--- src/sv/lcats_pkg.sv ---
`default_nettype none

package lcats_pkg;

  // Field and datapath widths
  localparam int SAMPLE_WIDTH = 24;
  localparam int SUM_WIDTH    = 32;
  localparam int AVG_W        = 24;
  localparam int OFFSET_W     = 24;
  localparam int WEIGHT_W     = 32;
  localparam int CAL_W        = 32;
  localparam int COUNT_W      = 8;
  localparam int TIMEOUT_W    = 16;
  localparam int ELAPSED_W    = 17;

  // Difference of mean and offset, and its Q25.24 scaled form
  localparam int DIFF_W     = AVG_W + 1;
  localparam int FRAC_SHIFT = 24;
  localparam int PROD_W     = DIFF_W + FRAC_SHIFT;

  // Shared divider sizing
  localparam int DIVD_W = (SUM_WIDTH > PROD_W) ? SUM_WIDTH : PROD_W;
  localparam int DVS_W  = CAL_W;
  localparam int STEP_W = $clog2(DIVD_W + 1);

  // Configuration port
  localparam int CFG_IDX_W  = 3;
  localparam int CFG_DATA_W = 32;

  localparam logic [CFG_IDX_W-1:0] CFG_AVERAGE_COUNT  = 3'd0;
  localparam logic [CFG_IDX_W-1:0] CFG_ZERO_OFFSET    = 3'd1;
  localparam logic [CFG_IDX_W-1:0] CFG_CAL_FACTOR     = 3'd2;
  localparam logic [CFG_IDX_W-1:0] CFG_ALLOW_NEGATIVE = 3'd3;
  localparam logic [CFG_IDX_W-1:0] CFG_TIMEOUT_TICKS  = 3'd4;

  localparam logic [COUNT_W-1:0]   RST_AVERAGE_COUNT  = 8'd1;
  localparam logic [OFFSET_W-1:0]  RST_ZERO_OFFSET    = 24'd0;
  localparam logic [CAL_W-1:0]     RST_CAL_FACTOR     = 32'd65536;
  localparam logic                 RST_ALLOW_NEGATIVE = 1'b1;
  localparam logic [TIMEOUT_W-1:0] RST_TIMEOUT_TICKS  = 16'd1000;

  // Input opcodes
  localparam logic OP_SAMPLE = 1'b0;
  localparam logic OP_TICK   = 1'b1;

  typedef struct packed {
    logic                           opcode;
    logic signed [SAMPLE_WIDTH-1:0] sample;
  } in_item_t;

  typedef struct packed {
    logic signed [AVG_W-1:0]    average;
    logic signed [WEIGHT_W-1:0] weight_q8;
    logic                       timed_out;
    logic                       range_error;
  } out_item_t;

  typedef struct packed {
    logic              start;
    logic [STEP_W-1:0] steps;
    logic [DIVD_W-1:0] dividend;
    logic [DVS_W-1:0]  divisor;
  } div_req_t;

  typedef struct packed {
    logic              busy;
    logic              done;
    logic [DIVD_W-1:0] quotient;
  } div_rsp_t;

endpackage

`default_nettype wire

--- src/sv/load_cell_average_tare_scale.sv ---
// Load cell averager with tare and calibration scaling.
//
// Input channel (in_valid/in_ready/in_data) carries either a conversion
// sample or a millisecond tick. Samples are summed until average_count have
// arrived; the window then yields one result transaction on the output
// channel (out_valid/out_ready/out_data) with the truncated mean and the
// Q24.8 weight. A tick that pushes the window past timeout_ticks closes it
// with a timeout result. Configuration writes use cfg_valid/cfg_index/
// cfg_data; cfg_ready is always high.
//
// Sequencing: a window-closing sample runs the mean division (32 divider
// steps), then the weight division (49 steps), which a zero factor skips.
// A timeout tick goes straight to the result stage; other ticks and samples
// are absorbed while idle. in_ready is low until the result is registered.
//
// Reset (synchronous, rst_n low) loads the register defaults and clears the
// window. A stalled receiver holds the result in the output register; the
// next window is still accepted, and its result waits until the slot frees.
`default_nettype none

module load_cell_average_tare_scale (
  input  wire logic                                 clk,
  input  wire logic                                 rst_n,
  input  wire logic                                 in_valid,
  output logic                                      in_ready,
  input  wire lcats_pkg::in_item_t                  in_data,
  output logic                                      out_valid,
  input  wire logic                                 out_ready,
  output lcats_pkg::out_item_t                      out_data,
  input  wire logic                                 cfg_valid,
  output logic                                      cfg_ready,
  input  wire logic [lcats_pkg::CFG_IDX_W-1:0]      cfg_index,
  input  wire logic [lcats_pkg::CFG_DATA_W-1:0]     cfg_data
);

  localparam int SUM_WIDTH  = lcats_pkg::SUM_WIDTH;
  localparam int AVG_W      = lcats_pkg::AVG_W;
  localparam int OFFSET_W   = lcats_pkg::OFFSET_W;
  localparam int WEIGHT_W   = lcats_pkg::WEIGHT_W;
  localparam int CAL_W      = lcats_pkg::CAL_W;
  localparam int COUNT_W    = lcats_pkg::COUNT_W;
  localparam int TIMEOUT_W  = lcats_pkg::TIMEOUT_W;
  localparam int ELAPSED_W  = lcats_pkg::ELAPSED_W;
  localparam int DIFF_W     = lcats_pkg::DIFF_W;
  localparam int FRAC_SHIFT = lcats_pkg::FRAC_SHIFT;
  localparam int PROD_W     = lcats_pkg::PROD_W;
  localparam int DIVD_W     = lcats_pkg::DIVD_W;
  localparam int DVS_W      = lcats_pkg::DVS_W;
  localparam int STEP_W     = lcats_pkg::STEP_W;

  // Sequencer states
  localparam logic [2:0] S_IDLE   = 3'd0;
  localparam logic [2:0] S_START1 = 3'd1;
  localparam logic [2:0] S_WAIT1  = 3'd2;
  localparam logic [2:0] S_DIFF   = 3'd3;
  localparam logic [2:0] S_START2 = 3'd4;
  localparam logic [2:0] S_WAIT2  = 3'd5;
  localparam logic [2:0] S_DONE   = 3'd6;

  // Saturation limits
  localparam logic [AVG_W-1:0]     AVG_MAX = {1'b0, {(AVG_W-1){1'b1}}};
  localparam logic [AVG_W-1:0]     AVG_MIN = {1'b1, {(AVG_W-1){1'b0}}};
  localparam logic [SUM_WIDTH-1:0] AVG_LIM = SUM_WIDTH'(AVG_MAX);
  localparam logic [WEIGHT_W-1:0]  W_MAX   = {1'b0, {(WEIGHT_W-1){1'b1}}};
  localparam logic [WEIGHT_W-1:0]  W_MIN   = {1'b1, {(WEIGHT_W-1){1'b0}}};
  localparam logic [PROD_W-1:0]    W_LIM   = PROD_W'(W_MAX);

  // Configuration registers
  logic [COUNT_W-1:0]          avg_count_r;
  logic signed [OFFSET_W-1:0]  zero_offset_r;
  logic signed [CAL_W-1:0]     cal_r;
  logic                        allow_neg_r;
  logic [TIMEOUT_W-1:0]        timeout_r;

  // Window and sequencer state
  logic [2:0]                  state_r, state_nxt;
  logic [SUM_WIDTH-1:0]        sum_r, sum_nxt;
  logic [COUNT_W-1:0]          taken_r, taken_nxt;
  logic [ELAPSED_W-1:0]        elapsed_r, elapsed_nxt;

  // Result working registers
  logic signed [AVG_W-1:0]     avg_r, avg_nxt;
  logic signed [DIFF_W-1:0]    diff_r, diff_nxt;
  logic [WEIGHT_W-1:0]         weight_r, weight_nxt;
  logic                        to_r, to_nxt;
  logic                        err_r, err_nxt;

  // Output register
  logic                        out_valid_r, out_valid_nxt;
  lcats_pkg::out_item_t        out_data_r, out_data_nxt;

  // Shared divider
  lcats_pkg::div_req_t         div_req;
  lcats_pkg::div_rsp_t         div_rsp;

  logic                        in_fire;
  logic                        out_free;
  logic [COUNT_W-1:0]          count_eff;
  logic [COUNT_W-1:0]          taken_inc;
  logic [SUM_WIDTH-1:0]        sample_ext;
  logic [ELAPSED_W-1:0]        elapsed_inc;
  logic                        tick_timeout;
  logic [SUM_WIDTH-1:0]        sum_mag;
  logic [CAL_W-1:0]            cal_mag;
  logic [DIFF_W-1:0]           diff_mag;
  logic [PROD_W-1:0]           prod_mag;
  logic [SUM_WIDTH-1:0]        q_avg;
  logic [PROD_W-1:0]           q_w;
  logic                        w_neg;
  logic signed [OFFSET_W-1:0]  diff_base;

  assign in_ready  = (state_r == S_IDLE);
  assign cfg_ready = 1'b1;
  assign in_fire   = in_valid && in_ready;
  assign out_free  = !out_valid_r || out_ready;
  assign out_valid = out_valid_r;
  assign out_data  = out_data_r;

  // Window bookkeeping
  assign count_eff    = (avg_count_r == '0) ? COUNT_W'(1) : avg_count_r;
  assign taken_inc    = taken_r + COUNT_W'(1);
  assign sample_ext   = SUM_WIDTH'(in_data.sample);
  assign elapsed_inc  = (elapsed_r == {ELAPSED_W{1'b1}}) ? elapsed_r
                                                         : elapsed_r + ELAPSED_W'(1);
  assign tick_timeout = elapsed_inc > ELAPSED_W'(timeout_r);

  // Operand magnitudes for the unsigned divider
  assign sum_mag  = sum_r[SUM_WIDTH-1] ? (~sum_r + SUM_WIDTH'(1)) : sum_r;
  assign cal_mag  = cal_r[CAL_W-1] ? (~cal_r + CAL_W'(1)) : cal_r;
  assign diff_mag = diff_r[DIFF_W-1] ? (~diff_r + DIFF_W'(1)) : diff_r;
  assign prod_mag = PROD_W'(diff_mag) << FRAC_SHIFT;
  assign w_neg    = diff_r[DIFF_W-1] ^ cal_r[CAL_W-1];

  assign q_avg = div_rsp.quotient[SUM_WIDTH-1:0];
  assign q_w   = div_rsp.quotient[PROD_W-1:0];

  // Clamp below the tare point when negative readings are off
  assign diff_base = (!allow_neg_r && (avg_r < zero_offset_r)) ? zero_offset_r : avg_r;

  // Divider request: mean first, then weight; dividends are left aligned
  always_comb begin
    div_req.start = (state_r == S_START1) || (state_r == S_START2 && cal_r != '0);
    if (state_r == S_START1) begin
      div_req.steps    = STEP_W'(SUM_WIDTH);
      div_req.dividend = DIVD_W'(sum_mag) << (DIVD_W - SUM_WIDTH);
      div_req.divisor  = DVS_W'(count_eff);
    end else begin
      div_req.steps    = STEP_W'(PROD_W);
      div_req.dividend = DIVD_W'(prod_mag) << (DIVD_W - PROD_W);
      div_req.divisor  = DVS_W'(cal_mag);
    end
  end

  lcats_div u_div (
    .clk   (clk),
    .rst_n (rst_n),
    .req   (div_req),
    .rsp   (div_rsp)
  );

  // Sequencer and next-value logic
  always_comb begin
    state_nxt     = state_r;
    sum_nxt       = sum_r;
    taken_nxt     = taken_r;
    elapsed_nxt   = elapsed_r;
    avg_nxt       = avg_r;
    diff_nxt      = diff_r;
    weight_nxt    = weight_r;
    to_nxt        = to_r;
    err_nxt       = err_r;
    out_valid_nxt = out_valid_r && !out_ready;
    out_data_nxt  = out_data_r;
    case (state_r)
      S_IDLE: begin
        if (in_fire) begin
          if (in_data.opcode == lcats_pkg::OP_TICK) begin
            elapsed_nxt = elapsed_inc;
            if (tick_timeout) begin
              avg_nxt    = '0;
              weight_nxt = '0;
              to_nxt     = 1'b1;
              err_nxt    = 1'b0;
              state_nxt  = S_DONE;
            end
          end else begin
            sum_nxt   = sum_r + sample_ext;
            taken_nxt = taken_inc;
            if (taken_inc == count_eff) begin
              state_nxt = S_START1;
            end
          end
        end
      end
      S_START1: begin
        state_nxt = S_WAIT1;
      end
      S_WAIT1: begin
        // Restore the sign of the mean and saturate to the sample range
        if (div_rsp.done) begin
          if (sum_r[SUM_WIDTH-1]) begin
            avg_nxt = (q_avg > AVG_LIM + SUM_WIDTH'(1)) ? AVG_MIN
                                                        : ~q_avg[AVG_W-1:0] + AVG_W'(1);
          end else begin
            avg_nxt = (q_avg > AVG_LIM) ? AVG_MAX : q_avg[AVG_W-1:0];
          end
          to_nxt    = 1'b0;
          state_nxt = S_DIFF;
        end
      end
      S_DIFF: begin
        diff_nxt  = DIFF_W'(diff_base) - DIFF_W'(zero_offset_r);
        state_nxt = S_START2;
      end
      S_START2: begin
        // Zero factor: flag it and skip the division
        if (cal_r == '0) begin
          weight_nxt = '0;
          err_nxt    = 1'b1;
          state_nxt  = S_DONE;
        end else begin
          state_nxt = S_WAIT2;
        end
      end
      S_WAIT2: begin
        // Restore the sign of the weight and saturate to 32 bits
        if (div_rsp.done) begin
          if (w_neg) begin
            err_nxt    = q_w > W_LIM + PROD_W'(1);
            weight_nxt = err_nxt ? W_MIN : ~q_w[WEIGHT_W-1:0] + WEIGHT_W'(1);
          end else begin
            err_nxt    = q_w > W_LIM;
            weight_nxt = err_nxt ? W_MAX : q_w[WEIGHT_W-1:0];
          end
          state_nxt = S_DONE;
        end
      end
      S_DONE: begin
        // Hand the result to the output register and open a new window
        if (out_free) begin
          out_valid_nxt            = 1'b1;
          out_data_nxt.average     = avg_r;
          out_data_nxt.weight_q8   = weight_r;
          out_data_nxt.timed_out   = to_r;
          out_data_nxt.range_error = err_r;
          sum_nxt                  = '0;
          taken_nxt                = '0;
          elapsed_nxt              = '0;
          state_nxt                = S_IDLE;
        end
      end
      default: begin
        state_nxt = S_IDLE;
      end
    endcase
  end

  // Control state, window state and configuration registers
  always_ff @(posedge clk) begin
    if (!rst_n) begin
      state_r       <= S_IDLE;
      out_valid_r   <= 1'b0;
      sum_r         <= '0;
      taken_r       <= '0;
      elapsed_r     <= '0;
      avg_count_r   <= lcats_pkg::RST_AVERAGE_COUNT;
      zero_offset_r <= lcats_pkg::RST_ZERO_OFFSET;
      cal_r         <= lcats_pkg::RST_CAL_FACTOR;
      allow_neg_r   <= lcats_pkg::RST_ALLOW_NEGATIVE;
      timeout_r     <= lcats_pkg::RST_TIMEOUT_TICKS;
    end else begin
      state_r     <= state_nxt;
      out_valid_r <= out_valid_nxt;
      sum_r       <= sum_nxt;
      taken_r     <= taken_nxt;
      elapsed_r   <= elapsed_nxt;
      if (cfg_valid) begin
        case (cfg_index)
          lcats_pkg::CFG_AVERAGE_COUNT:  avg_count_r   <= cfg_data[COUNT_W-1:0];
          lcats_pkg::CFG_ZERO_OFFSET:    zero_offset_r <= cfg_data[OFFSET_W-1:0];
          lcats_pkg::CFG_CAL_FACTOR:     cal_r         <= cfg_data[CAL_W-1:0];
          lcats_pkg::CFG_ALLOW_NEGATIVE: allow_neg_r   <= cfg_data[0];
          lcats_pkg::CFG_TIMEOUT_TICKS:  timeout_r     <= cfg_data[TIMEOUT_W-1:0];
          default: ;
        endcase
      end
    end
  end

  // Payload registers
  always_ff @(posedge clk) begin
    avg_r      <= avg_nxt;
    diff_r     <= diff_nxt;
    weight_r   <= weight_nxt;
    to_r       <= to_nxt;
    err_r      <= err_nxt;
    out_data_r <= out_data_nxt;
  end

`ifndef ASSERT_OFF
  ap_done_in_wait: assert property (@(posedge clk) disable iff (!rst_n)
    div_rsp.done |-> (state_r == S_WAIT1 || state_r == S_WAIT2))
    else $error("divider finished outside a wait state");

  ap_start_idle_div: assert property (@(posedge clk) disable iff (!rst_n)
    div_req.start |-> !div_rsp.busy)
    else $error("divider restarted while busy");

  ap_timeout_zero: assert property (@(posedge clk) disable iff (!rst_n)
    (out_valid_r && out_data_r.timed_out) |->
      (out_data_r.weight_q8 == '0 && out_data_r.average == '0 && !out_data_r.range_error))
    else $error("timeout result carries nonzero payload");

  ap_window_cleared: assert property (@(posedge clk) disable iff (!rst_n)
    (state_r == S_DONE && out_free) |=> (sum_r == '0 && taken_r == '0 && elapsed_r == '0))
    else $error("window not cleared after result");
`endif

endmodule

`default_nettype wire

--- src/sv/lcats_div.sv ---
`default_nettype none

module lcats_div (
  input  wire logic                clk,
  input  wire logic                rst_n,
  input  wire lcats_pkg::div_req_t req,
  output lcats_pkg::div_rsp_t      rsp
);

  localparam int DIVD_W = lcats_pkg::DIVD_W;
  localparam int DVS_W  = lcats_pkg::DVS_W;
  localparam int STEP_W = lcats_pkg::STEP_W;

  logic              busy_r;
  logic              done_r;
  logic [STEP_W-1:0] cnt_r;
  logic [DVS_W-1:0]  rem_r;
  logic [DIVD_W-1:0] quo_r;
  logic [DVS_W-1:0]  dvs_r;

  logic [DVS_W:0]    shifted;
  logic [DVS_W+1:0]  trial;
  logic              borrow;
  logic [DVS_W-1:0]  rem_nxt;
  logic [DIVD_W-1:0] quo_nxt;

  // One restoring step: shift in the next dividend bit, try the subtract
  always_comb begin
    shifted = {rem_r, quo_r[DIVD_W-1]};
    trial   = {1'b0, shifted} - {2'b00, dvs_r};
    borrow  = trial[DVS_W+1];
    rem_nxt = borrow ? shifted[DVS_W-1:0] : trial[DVS_W-1:0];
    quo_nxt = {quo_r[DIVD_W-2:0], ~borrow};
  end

  // Control: busy while steps remain, pulse done after the last one
  always_ff @(posedge clk) begin
    if (!rst_n) begin
      busy_r <= 1'b0;
      done_r <= 1'b0;
    end else begin
      done_r <= 1'b0;
      if (req.start) begin
        busy_r <= 1'b1;
      end else if (busy_r && cnt_r == STEP_W'(1)) begin
        busy_r <= 1'b0;
        done_r <= 1'b1;
      end
    end
  end

  // Datapath: load operands, then advance one quotient bit per cycle
  always_ff @(posedge clk) begin
    if (req.start) begin
      cnt_r <= req.steps;
      quo_r <= req.dividend;
      rem_r <= '0;
      dvs_r <= req.divisor;
    end else if (busy_r) begin
      cnt_r <= cnt_r - STEP_W'(1);
      quo_r <= quo_nxt;
      rem_r <= rem_nxt;
    end
  end

  assign rsp.busy     = busy_r;
  assign rsp.done     = done_r;
  assign rsp.quotient = quo_r;

endmodule

`default_nettype wire
--- config.mk ---
export PLATFORM = sky130hd
export DESIGN_NAME = load_cell_average_tare_scale
export DESIGN_NICKNAME = d
export VERILOG_FILES = /design/src/sv/lcats_pkg.sv /design/src/sv/load_cell_average_tare_scale.sv /design/src/sv/lcats_div.sv
export SDC_FILE = /design/constraint.sdc
export NUM_CORES = 1
export LEC_CHECK = 0
export BUFFER_PORTS_ARGS = -buffer_cell sky130_fd_sc_hd__clkbuf_2
export CAP_MARGIN = 20
export CORE_ASPECT_RATIO = 1.5
export CORE_UTILIZATION = 35
export CTS_CLUSTER_SIZE = 40
export DETAILED_ROUTE_END_ITERATION = 8
export PLACE_DENSITY = 0.59
export SYNTH_ARGS = -nofsm -noshare
export SYNTH_HDL_FRONTEND = slang
export SYNTH_SLANG_ARGS = --single-unit
--- constraint.sdc ---
create_clock -name clk -period 12 [get_ports clk]
set_clock_uncertainty 0.2 [all_clocks]
set_input_delay 0.6 -clock clk [delete_from_list [all_inputs] [get_ports clk]]
set_output_delay 0.6 -clock clk [all_outputs]
set_load 0.1 [all_outputs]
# [Word-level counts from Yosys, hierarchy flattened]
# Index checks and enable logic that the tools add are counted.
[totals] mem_count=0 romBits=0 out_inout_bits=61 word_cells=176 register_bits=404 latchBits=0 inputBits=65 ram_bits=0
[classes] addsub=11 eq_ne=23 n_shift=0 n_bitwise=9 reduce_logical=33 n_lt_le_gt_ge=6 multipliers=0 n_div=0 muxes=67
[op_table] op="32-bit 2-to-1 mux" n=14
[op_table] op="24-bit 2-to-1 mux" n=8
[op_table] op="49-bit 2-to-1 mux" n=2
[op_table] op="32-bit inverter" n=3
[op_table] op="32-bit case mux with 3 select lines" n=1
[op_table] op="86-bit 2-to-1 mux" n=1
[op_table] op="17-bit 2-to-1 mux" n=4
[op_table] op="32-bit by 1-bit adder with 32-bit output, second input constant" n=2
[op_table] op="32-bit case mux with 2 select lines" n=1
[op_table] op="49-bit by 31-bit greater-than comparator with 1-bit output, second input constant" n=1
[op_table] op="49-bit by 32-bit greater-than comparator with 1-bit output, second input constant" n=1
[op_table] op="24-bit case mux with 2 select lines" n=1
[op_table] op="17-bit case mux with 2 select lines" n=1
[op_table] op="33-bit by 32-bit subtractor with 34-bit output" n=1
[op_table] op="32-bit by 2-bit adder with 32-bit output, second input constant" n=1
[op_table] op="32-bit adder" n=1
[op_table] op="32-bit by 23-bit greater-than comparator with 1-bit output, second input constant" n=1
[op_table] op="32-bit by 24-bit greater-than comparator with 1-bit output, second input constant" n=1
[op_table] op="32-bit zero test" n=1
[op_table] op="8-bit 2-to-1 mux" n=4
[op_table] op="32-bit nonzero test" n=1
[op_table] op="25-bit by 2-bit adder with 25-bit output, second input constant" n=1
[op_table] op="25-bit 2-to-1 mux" n=1
[op_table] op="25-bit inverter" n=1
[op_table] op="other kinds (40)" n=95

# [Depth between registers and ports, before layout]
# Gate-level depths: netlist (run 1).
[logic_depth] ltp_word=7 mapped_depth=24

# [Modules after synthesis]
# Synthesis (run 1) repeated with hierarchy kept, for this count alone.
[unflattened] hier_cells=2744 area_unflattened_um2=25076.6
[modules_own_cells] mod="load_cell_average_tare_scale" seq_area_each_um2=7076.8 instances=1 area_per_inst_um2=18295.0 cells_each=2133
[modules_own_cells] mod="lcats_div" seq_area_each_um2=3293.2 instances=1 area_per_inst_um2=6781.5 cells_each=611

# [Least setup slack after synthesis (run 1)]
# No wires, ideal clock.
[synth_path] path_type="register to register" startpoint="register elapsed_r[0]" endpoint="register err_r, enable pin" stages_incl_launch_ff=18 setup_slack_ns=5.778 arrival_ns=5.544 period_less_slack_ns=6.222 n_path_buf=0 path_cell_list="dfxtp_1 > ha_1 > nand4_1 > nor2_1 > nand3_1 > nor3b_1 > nand3_1 > nor2_1 > xor2_1 > ha_1 > nand3_1 > nor2_1 > o21ai_0 > a31oi_1 > a2111oi_0 > o21ai_0 > nand4b_1 > a221oi_1"
[synth_between] elab_chain_len=5
[synth_rtl] item="start: declaration" line_no="load_cell_average_tare_scale.sv:79" text="logic [ELAPSED_W-1:0] elapsed_r, elapsed_nxt;"
[synth_rtl] item="start signal: assignment" line_no="load_cell_average_tare_scale.sv:276" text="elapsed_r <= elapsed_nxt;"
[synth_rtl] item="17-bit by 1-bit adder with 17-bit output / 17-bit equality test (equally long branches)" line_no="load_cell_average_tare_scale.sv:124, load_cell_average_tare_scale.sv:123"
[synth_rtl] item="17-bit 2-to-1 mux *" line_no="load_cell_average_tare_scale.sv:123" text="assign elapsed_inc = (elapsed_r == {ELAPSED_W{1'b1}}) ? elapsed_r"
[synth_rtl] item="17-bit by 16-bit greater-than comparator with 1-bit output *" line_no="load_cell_average_tare_scale.sv:125" text="assign tick_timeout = elapsed_inc > ELAPSED_W'(timeout_r);"
[synth_rtl] item="2-bit by 1-bit != test with 1-bit output (no source line) *"
[synth_rtl] item="6-bit AND reduction (no source line) *"
[synth_rtl] item="end signal: assignment" line_no="load_cell_average_tare_scale.sv:296" text="err_r <= err_nxt;"
[synth_rtl] item="end: declaration" line_no="load_cell_average_tare_scale.sv:86" text="logic err_r, err_nxt;"
# Mark *: on every way between the ends. The rest lies on a longest branch, timed or not.
# A chain may end at the register's enable or synchronous reset.

# [Final worst setup path (run 1)]
[layout_path] startpoint="register zero_offset_r[9]" endpoint="register diff_r[23] (data pin)"
[layout_between] elab_chain_len=4
[layout_rtl] item="start: declaration" line_no="load_cell_average_tare_scale.sv:70" text="logic signed [OFFSET_W-1:0] zero_offset_r;"
[layout_rtl] item="start signal: assignment" line_no="load_cell_average_tare_scale.sv:267" text="zero_offset_r <= lcats_pkg::RST_ZERO_OFFSET;"
[layout_rtl] item="start signal: assignment" line_no="load_cell_average_tare_scale.sv:280" text="lcats_pkg::CFG_ZERO_OFFSET: zero_offset_r <= cfg_data[OFFSET_W-1:0];"
[layout_rtl] item="24-bit less-than comparator" line_no="load_cell_average_tare_scale.sv:138" text="assign diff_base = (!allow_neg_r && (avg_r < zero_offset_r)) ? zero_offset_r : avg_r;"
[layout_rtl] item="1-bit logical AND" line_no="load_cell_average_tare_scale.sv:138"
[layout_rtl] item="24-bit 2-to-1 mux" line_no="load_cell_average_tare_scale.sv:138"
[layout_rtl] item="24-bit by 24-bit subtractor with 25-bit output *" line_no="load_cell_average_tare_scale.sv:212" text="diff_nxt = DIFF_W'(diff_base) - DIFF_W'(zero_offset_r);"
[layout_rtl] item="end signal: assignment" line_no="load_cell_average_tare_scale.sv:293" text="diff_r <= diff_nxt;"
[layout_rtl] item="end: declaration" line_no="load_cell_average_tare_scale.sv:83" text="logic signed [DIFF_W-1:0] diff_r, diff_nxt;"
# Marks and branches as above.

==> metrics.txt, run 1 <==
worst r2r src=zero_offset_r[9]; Switching Power=0.00239 W; initial antenna violation count=0; worst min path class=in -> reg; vias per inst=5.45; Top FF cell, synth=edfxtp_1; Pint=0.00351 W; 1st-iter DRT viols=1,431; most frequent cells in the layout=nand2_1, a21oi_1, nor2_1; Clock Power Share=a little under a quarter; crit path time final=5.96 ns; synthesized cell area=0.0245 mm²; hold buffer count at cts=0; FF+latch count, synth=about 400; switch share=around two fifths; pin count of the biggest net entering global routing=80; DRC=0; die area=around 0.071 mm²; Core Region=0.0692 mm²; Placer Congestion=between 0.8 and 0.9; synthesized instance count=approximately 2,700; Worst Hold Path EP=cal_r[18]; final setup vio count=0; Hold Vio Cnt, Final=0; Hold Crit Depth=3; Post-CTS Setup Inserts=0; count of different cell masters after synthesis=83; pre-CTS WS=6.09 ns; FP Rows=118; max_slew headroom=34.9%; clock sink count=around 400; All-Layer GR Usage=20.4%; Worst-path clk slew=~0.060 ns; total congestion overflow=0; post-CTS sizing=0; Clock Path Buffers=3; Setup TNS=0 ns; R2R Path End=diff_r[23]; share of layout cells above drive strength 1=between 10% and 20%; IO Count=126; status=finished clean; Seq/Total Area, Yosys=42.3%; antenna cell count=0; Crit Path Category=reg -> reg; P per Cell Area=216 mW/mm²; post-route ant nets=0; CP arrival=6.05 ns; P_leak=10.4 nW; max_cap viols=0; Fin Hold WS=0.0776 ns; first-pass GRT wire length=114,000 µm; Initial Utilization=a little over a third; Pins Over Slew Limit=0; TritonCTS buffer count=just over 40; die width=around 220 µm; R2R depth=21; CTS tree=yes; Avg WL per Cell=19.8 µm; Logic pwr share=between 30% and 40%; Critical Path Start Type=flip-flop; final instance area=approximately 0.027 mm²; Worst Tran Pin Value=0.977 ns; PnR worst setup slack=6.04 ns; crit end category=flip-flop; synthesis-to-layout area growth=11.6%; via count=about 20,000; Skew-Pair Late Insertion Delay=0.57 ns; number of global-route vias before repair=19,600; asr flop ratio synth=0%; Syn Area/Cell=8.96 µm²; Root Buffer=clkbuf_16; Synth Net Count=about 2,900; Crit Path Max Fanout=24; htree depth=2; Post-DP Area=0.0260 mm²; first-pass iteration count of the detailed router=5; YS warnings=0; setup slack, reg-to-reg=6.04 ns; Final Cycle Share=49.6%; Post-synth EDFFs=228; unrepaired setup endpoints after global routing=false; commonest non-fill, non-tap cell in the layout=nand2_1; Max Fclk=0.168 GHz; Port Buffers=124; maximum VDD drop=0.000129 V; part of the power in registers=37.7%; hpwl dp=55,200 µm; routed wire length=between 70,000 and 80,000 µm; critical path required time=12.10 ns; Power Total=0.00590 W; Hold Startpoint=cfg_data[18]; # nets final=2,989; Die Ht=roughly 330 µm
==> Yosys cell counts (27+ instances only) <==
library cell / instances / area, µm²
o211ai_1: 30 / 225
a21o_1: 68 / 510
xor2_1: 117 / 1020
nand2_1: 344 / 1290
o21a_1: 29 / 218
and3_1: 35 / 219
xnor2_1: 65 / 569
o21ai_0: 185 / 926
nor3_1: 52 / 260
nand4_1: 36 / 225
o31ai_1: 31 / 233
dfxtp_1: 176 / 3520
nand3_1: 57 / 285
clkbuf_1: 133 / 499
a31oi_1: 27 / 169
ha_1: 135 / 1690
inv_1: 114 / 428
mux2i_1: 30 / 300
nor2_1: 231 / 867
a21oi_1: 234 / 1170
edfxtp_1: 228 / 6850
==> power groups by stage <==
| stage | Sequential (W) | Clock (W) | Combinational, W |
|---|---|---|---|
| floorplan | 0.00216 | 0 | 0.00174 |
| global placement | 0.00224 | 0 | 0.00231 |
| detailed placement | 0.00224 | 0 | 0.00231 |
| CTS | 0.00222 | 0.00138 | 0.00233 |
| global route | 0.00226 | 0.00142 | 0.00257 |
| finish | 0.00222 | 0.00135 | 0.00232 |
==> cells by family (layout without fill, tap and decap cells) <==
| group | after synthesis | in the layout | synth area share [%] |
|---|---|---|---|
| XOR/XNOR | 182 | 182 | 6.50 |
| other | 1 | 1 | 0.0153 |
| flip-flops | 404 | 404 | 42.3 |
| buffers and inverters | 263 | 344 | 4.12 |
| multiplexers | 55 | 55 | 2.37 |
| AO/OA/AOI/OAI | 770 | 770 | 19.8 |
| adder cells (fa/ha/maj) | 138 | 138 | 7.13 |
| AND/OR/NAND/NOR | 925 | 925 | 17.8 |
==> layer usage <==
metal,routed length [µm],vias to the layer above,track usage [%]
met5,0,-,0
met4,3500,0,9.47
met3,2140,134,1.63
met2,38600,417,37.9
met1,29200,9677,23.4
li1,-,10000,-
==> layout make-up <==
cell class                 count  area [µm²]
tap                          900        1130
inverter                     114         430
clock buffer                  57        1190
fill                        6890       41900
clock inverter                19         201
sequential                   404       10400
multi-input combinational   2071       13200
timing repair buffer         154         846
==> worst max-delay path, cell delays in order (launching register included) <==
cell	delay, ns
dfxtp_1	0.35
inv_1	0.07
ha_1	0.31
a21o_1	0.18
a21o_1	0.17
a211oi_1	0.22
o21ai_0	0.14
o211ai_1	0.09
and3_1	0.22
o31ai_1	0.11
a21oi_2	0.14
buf_4	0.35
mux2_2	0.38
ha_1	0.38
and3_1	0.22
nand3_1	0.08
o21ai_0	0.58
a41oi_1	0.28
a221oi_1	0.44
o311ai_0	0.30
o41ai_1	0.37
xor2_1	0.12
==> stage by stage <==
| stage | util (%) | std cells |
|---|---|---|
| 2_1_floorplan | - | 2738 |
| 3_3_place_gp | 37.5 | 3642 |
| 3_5_place_dp | 37.5 | 3642 |
| 4_1_cts | 39.5 | 3718 |
| 5_1_grt | 39.5 | 3719 |
| 6_report | 39.5 | 3719 |
==> registers in the layout (all words and copies together), names as in the netlist, 6 cells and up <==
register       count
diff_r            25
elapsed_r         17
avg_count_r        8
sum_r             32
taken_r            8
u_div.quo_r       49
cal_r             32
u_div.rem_r       32
weight_r          32
out_data          58
u_div.dvs_r       32
avg_r             24
u_div.cnt_r        6
timeout_r         16
zero_offset_r     24
==> worst max-delay path by stage <==
| stage | start | to |
|---|---|---|
| after global placement | zero_offset_r[9] | diff_r[23] |
| after global routing | zero_offset_r[9] | diff_r[23] |
| final | zero_offset_r[9] | diff_r[23] |
| after CTS | avg_r[17] | diff_r[23] |
| after detailed placement | avg_r[17] | diff_r[23] |
| after floorplan | elapsed_r[0] | err_r |
Power figures use the tool's default switching activity.
==> run 2: changes to the inputs <==
Settings changed: ABC_AREA set to 1, PLACE_DENSITY 0.59 to 0.61.
Clock period 12 ns to 5.16 ns, I/O delays scaled along.
==> metrics.txt, run 2 <==
Placer Congestion=0.948 (+6.8%); status=finished clean; Clock Path Buffers=3 (unchanged); P_leak=12.2 nW (+17%); synthesized instance count=3,524 (+29%); Max Fclk=0.218 GHz (+30%); post-CTS sizing=0 (unchanged); hpwl dp=69,700 µm (+26%); Die Ht=336 µm (+2.9%); area share of the largest cell type after synthesis=26.4% (-1.5 points); Hold Vio Cnt, Final=0 (unchanged); P per Cell Area=540 mW/mm² (+150%); Reg area=0.0104 mm² (about the same); synthesized cell area=0.0260 mm² (+5.8%); unrepaired setup endpoints after global routing=false; Synth Net Count=3,727 (+27%); first-pass GRT wire length=138,000 µm (+22%); FF+latch count, synth=404 (unchanged); Final Cycle Share=89.0% (+39 points); Initial Utilization=35.6% (+0.15 points); area of the multi-input gates=0.0136 mm² (+3.2%); Non-Filler Instances=4,671 (+26%); die area=0.0753 mm² (+5.8%); All-Layer GR Usage=23.9% (+3.5 points); Largest register FFs=58 (unchanged); Crit Path Category=reg -> reg; crit end category=flip-flop; dpl cells=4,549 (+25%); critical path required time=5.30 ns (-6.80 ns); post-route ant nets=0 (unchanged); Synth top cells by count=nand2_1, a21oi_1, inv_1, nor2_1, o21ai_0; Worst Tran Pin Value=1.04 ns (+0.0620 ns); Worst-path clk slew=0.06 ns (about the same); fillers=7,796 (+13%); maximum VDD drop=0.000310 V (+140%); vias per inst=5.26 (-3.5%); biggest area consumer among synthesized cells=edfxtp_1; Core Region=0.0730 mm² (+5.4%); YS warnings=0 (unchanged); setup slack, reg-to-reg=0.57 ns (-5.47 ns); total congestion overflow=0 (unchanged); Post-synth EDFFs=228 (unchanged); Pins Over Slew Limit=0 (unchanged); asr flop ratio synth=0% (unchanged); Setup TNS=0 ns (unchanged); Avg WL per Cell=19.2 µm (-2.8%); max_slew headroom=30.7% (-4.2 points); Worst Hold Path EP=sum_r[21]; count of different cell masters after synthesis=55 (-34%); Top FF cell, synth=edfxtp_1; pin count of the biggest net entering global routing=65 (-19%); R2R Path End=diff_r[12]; CP arrival=4.73 ns (-1.32 ns); IO Count=126 (unchanged); worst r2r src=avg_r[23]; Skew-Pair Late Insertion Delay=0.60 ns (+0.03 ns); number of global-route vias before repair=23,900 (+22%); Critical Path Start Type=flip-flop; via count=24,600 (+21%); 1st-iter DRT viols=1,817 (+27%); routed wire length=89,800 µm (+22%); initial antenna violation count=3 (+3); DRC=0 (unchanged); crit path time final=4.59 ns (-1.37 ns); share of layout cells above drive strength 1=7.40% (-2.9 points); R2R depth=19 (-9.5%); most frequent cells in the layout=nand2_1, a21oi_1, inv_1; CTS tree=yes; Root Buffer=clkbuf_16; Seq/Total Area, Yosys=39.9% (-2.3 points); worst min path class=in -> reg; htree depth=2 (unchanged); clock sink count=404 (unchanged); die width=224 µm (+2.8%); synthesis-to-layout area growth=13.3%; FP Rows=121 (+2.5%); first-pass iteration count of the detailed router=6 (+1); final setup vio count=0 (unchanged); max_cap viols=0 (unchanged); # nets final=3,856 (+29%); Hold Startpoint=in_data[21]; TritonCTS buffer count=42 (+2.4%); Crit Path Max Fanout=16 (-33%); commonest non-fill, non-tap cell in the layout=nand2_1; Syn Area/Cell=7.37 µm² (-18%); top-count cell post-synth=nand2_1; largest cells by area after synthesis=edfxtp_1, dfxtp_1, nand2_1; Port Buffers=124 (unchanged); Hold Crit Depth=5 (+2); antenna cell count=0 (unchanged)
-- run 2: cell types whose count changed after synthesis, moves of 40 or more --
cell | before | now
nand2_1 | 344 | 781
inv_1 | 114 | 379
nand3_1 | 57 | 228
a21oi_1 | 234 | 381
nor2_1 | 231 | 355
o21ai_0 | 185 | 278
nand4_1 | 36 | 104
a21o_1 | 68 | 5
clkbuf_1 | 133 | 86
xor2_1 | 117 | 77
-- run 2: kinds of logic after synthesis --
group / after synthesis / synth area share (%)
compound gates: 754 / 15.3
xor+xnor: 106 / 3.58
fa+ha+maj: 138 / 6.74
buf+inv: 511 / 7.70
flops: 404 / 39.9
mux: 1 / 0.0434
other cells: 1 / 0.0144
simple gates: 1609 / 26.7
-- run 2: critical path, stage by stage, from the launching register on --
cell      delay, ns
edfxtp_1       0.43
ha_1           0.35
nand2_1        0.07
nor2_1         0.12
nand4_1        0.17
nor2_1         0.15
o21ai_0        0.17
nand3b_1       0.16
nand3_1        0.51
buf_4          0.37
nand2_1        0.06
nand2_1        0.06
ha_1           0.36
a21oi_1        0.19
o21ai_0        0.12
nand2_1        0.07
nand2_1        0.06
a31oi_1        0.36
o21ai_0        0.18
xor2_1         0.17
-- run 2: routing by layer --
layer	part of all wire, %	track usage, %
met2	50	42.6
met3	4.8	3.17
met1	39	26.7
met5	0.029	0
met4	6.9	14.8
-- run 2: worst max-delay path by stage --
stage,startpoint,endpoint,slack (ns),depth (start not counted)
6_report,avg_r[23],diff_r[12],0.57,19
5_1_grt,avg_r[23],diff_r[12],0.11,19
4_1_cts,avg_r[23],diff_r[21],0.56,22
3_5_place_dp,avg_r[23],diff_r[21],0.56,22
3_3_place_gp,avg_r[23],diff_r[21],0.60,22
2_1_floorplan,elapsed_r[1],avg_r[0],0.23,21
-- run 2: repair_timing --
action | CTS | global route
endpoints found under the setup margin | 0 | 0
hold endpoints to repair | 71 | 0
hold buffers | 44 | 0
setup buffers | 0 | 0
-- run 2: stage by stage --
step                worst slack [ns]  total power [W]  area (µm²)  hold slack [ns]  util, %
floorplan                      0.229           0.0105       26000            0.184        -
detailed placement             0.562           0.0127       27600            0.205     37.8
CTS                            0.560           0.0159       29400          0.00232     40.3
finish                         0.570           0.0159       29400           0.0124     40.3
global placement               0.599           0.0126       27600            0.204     37.8
global route                   0.106           0.0170       29400           0.0313     40.3
-- run 2: area by class of cell --
class,count,area share [%]
Multi-Input combinational cell,2609,46.3
Inverter,393,5.02
Timing Repair Buffer,203,4.50
Tap cell,984,4.18
Clock buffer,54,3.83
Clock inverter,24,0.923
Sequential cell,404,35.2
-- run 2: report_power, final --
| part | switching [W] | internal (W) | total (W) | leakage (nW) |
|---|---|---|---|---|
| combinational | 0.00524 | 0.00210 | 0.00733 | 7.97 |
| clock | 0.00142 | 0.00177 | 0.00319 | 0.672 |
| sequential | 0.000682 | 0.00469 | 0.00537 | 3.56 |
| total | 0.00733 | 0.00856 | 0.0159 | 12.2 |
==> run 3: changes to the inputs <==
Settings changed: PLACE_DENSITY 0.61 to 0.58.
==> metrics.txt, run 3 (same netlist as run 2, synthesis figures left out) <==
status=finished clean; Avg WL per Cell=19.4 µm (+0.85%); # nets final=3,861 (+0.13%); Initial Utilization=35.6% (unchanged); Hold Startpoint=cfg_index[2]; antenna cell count=0 (unchanged); critical path's largest stage delay=0.44 ns (-0.07 ns); via count=24,500 (-0.39%); hpwl dp=70,100 µm (+0.62%); first-pass iteration count of the detailed router=5 (-1); die area=0.0753 mm² (unchanged); post-route ant nets=0 (unchanged); Post-DP Area=0.0276 mm² (about the same); Critical Path Start Type=flip-flop; P_leak=12.3 nW (+0.63%); total congestion overflow=0 (unchanged); Root Buffer=clkbuf_16; initial antenna violation count=1 (-2); clock sink count=404 (unchanged); max_cap viols=0 (unchanged); P per Cell Area=544 mW/mm² (+0.81%); Final Cycle Share=85.2% (-3.8 points); most frequent cells in the layout=nand2_1, a21oi_1, inv_1; synthesis-to-layout area growth=14.1%; crit end category=flip-flop; critical path required time=5.32 ns (+0.02 ns); htree depth=2 (unchanged); TritonCTS buffer count=44 (+4.8%); Crit-path slowest cell=edfxtp_1; worst r2r src=avg_r[23]; final setup vio count=0 (unchanged); Placer Congestion=0.972 (+2.5%); routed wire length=90,700 µm (+0.98%); DRC=0 (unchanged); 1st-iter DRT viols=1,777 (-2.2%); Setup TNS=0 ns (unchanged); Core Region=0.0730 mm² (unchanged); Fin Hold WS=0.0355 ns (+0.0231 ns); commonest non-fill, non-tap cell in the layout=nand2_1; worst min path class=in -> reg; pin count of the biggest net entering global routing=61 (-6.2%); setup slack, reg-to-reg=0.77 ns (+0.20 ns); Pins Over Slew Limit=0 (unchanged); die width=224 µm (unchanged); Worst-path clk slew=0.07 ns (about the same); Worst Hold Path EP=timeout_r[1]; final instance area=0.0296 mm² (+0.63%); CTS tree=yes; Hold Crit Depth=4 (-1); Max Fclk=0.228 GHz (+4.5%); All-Layer GR Usage=24.0% (+0.14 points); Largest register FFs=58 (unchanged); FP Rows=121 (unchanged); post-layout util=40.6% (+0.25 points); R2R depth=21 (+2); CP arrival=4.55 ns (-0.18 ns); fillers=7,776 (-0.26%); Crit Path Max Fanout=15 (-1); R2R Path End=diff_r[23]; unrepaired setup endpoints after global routing=false; post-CTS sizing=0 (unchanged); Hold Vio Cnt, Final=0 (unchanged); Die Ht=336 µm (unchanged); share of layout cells above drive strength 1=7.61% (+0.20 points); area of the multi-input gates=0.0136 mm² (about the same); Skew-Pair Late Insertion Delay=0.62 ns (+0.02 ns); hold buffer count at cts=47 (+6.8%); maximum VDD drop=0.000329 V (+6.0%); max_slew headroom=26.7% (-4.0 points); Worst path most repeated cell=nand2_1; Crit Path Category=reg -> reg; Clock Path Buffers=3 (unchanged); vias per inst=5.23 (-0.51%); crit path time final=4.39 ns (-0.196 ns); Port Buffers=124 (unchanged); dpl cells=4,546 (-0.066%); Non-Filler Instances=4,677 (+0.13%); Worst Tran Pin Value=1.10 ns (+0.0584 ns); IO Count=126 (unchanged); crit path cell chain=ha_1, nand2_1, nor2_1, nand4_1, nor2_1, o21ai_0, nand3b_1, nand3_1, buf_4, nand2_1, nand2_1, ha_1, a21oi_1, o21ai_0, a21oi_1, nand3_1, nand2_1, nand2_1, nand2_1, nand2_1, xor2_1; Reg area=0.0104 mm² (unchanged); number of global-route vias before repair=24,100 (+1.0%); Post-CTS Setup Inserts=0 (unchanged); first-pass GRT wire length=139,000 µm (+0.54%)
## run 3: cell count changes in the layout (fill, tap and decap cells not counted), sizes merged
| cell | before | now |
|---|---|---|
| bufinv | 4 | 3 |
| clkinv | 17 | 16 |
| dlygate4sd3 | 44 | 47 |
| inv | 392 | 393 |
| clkinvlp | 4 | 7 |
| clkbuf | 178 | 179 |
## run 3: worst max path at each step
stage                             from    endpoint  slack, ns
after floorplan           elapsed_r[1]    avg_r[0]       0.23
after global placement       avg_r[23]  diff_r[23]       0.80
after detailed placement     avg_r[23]  diff_r[23]       0.74
after CTS                    avg_r[23]  diff_r[23]       0.76
after global routing         avg_r[23]  diff_r[22]       0.43
final                        avg_r[23]  diff_r[23]       0.77
## run 3: routing by layer
layer / track usage (%) / part of all wire (%) / up-vias
met5: 0 / 0 / -
met4: 15.0 / 6.8 / 0
met3: 2.84 / 4.3 / 232
met2: 43.0 / 50 / 641
met1: 26.9 / 39 / 11400
li1: - / - / 12200
## run 3: worst max-delay path: cells and delay by family (launching register included)
family | cells | cell delay, ns
buffers and inverters | 1 | 0.33
DFF | 1 | 0.44
xor gates and xnor gates | 1 | 0.14
adders and majority gates | 2 | 0.70
and+or+nand+nor | 13 | 1.58
AOI/OAI and AO/OA | 4 | 0.75
## run 3: stage by stage
stage / total power [W] / setup WS [ns]
after floorplan: 0.0105 / 0.229
final: 0.0161 / 0.766
after global placement: 0.0127 / 0.798
after detailed placement: 0.0128 / 0.738
after global routing: 0.0172 / 0.432
after CTS: 0.0162 / 0.762
## run 3: layout make-up
class	instances	area share, %
Tap cell	984	4.16
Clock inverter	26	0.900
Clock buffer	55	4.14
Multi-Input combinational cell	2609	46.0
Sequential cell	404	35.0
Inverter	393	4.99
Timing Repair Buffer	206	4.75
## run 3: where the power goes
| group | leakage (nW) | switching, W | internal (W) | total, W |
|---|---|---|---|---|
| Combinational | 8.01 | 0.00530 | 0.00212 | 0.00743 |
| Clock | 0.713 | 0.00146 | 0.00186 | 0.00332 |
| Sequential | 3.56 | 0.000693 | 0.00468 | 0.00537 |
| Total | 12.3 | 0.00745 | 0.00867 | 0.0161 |
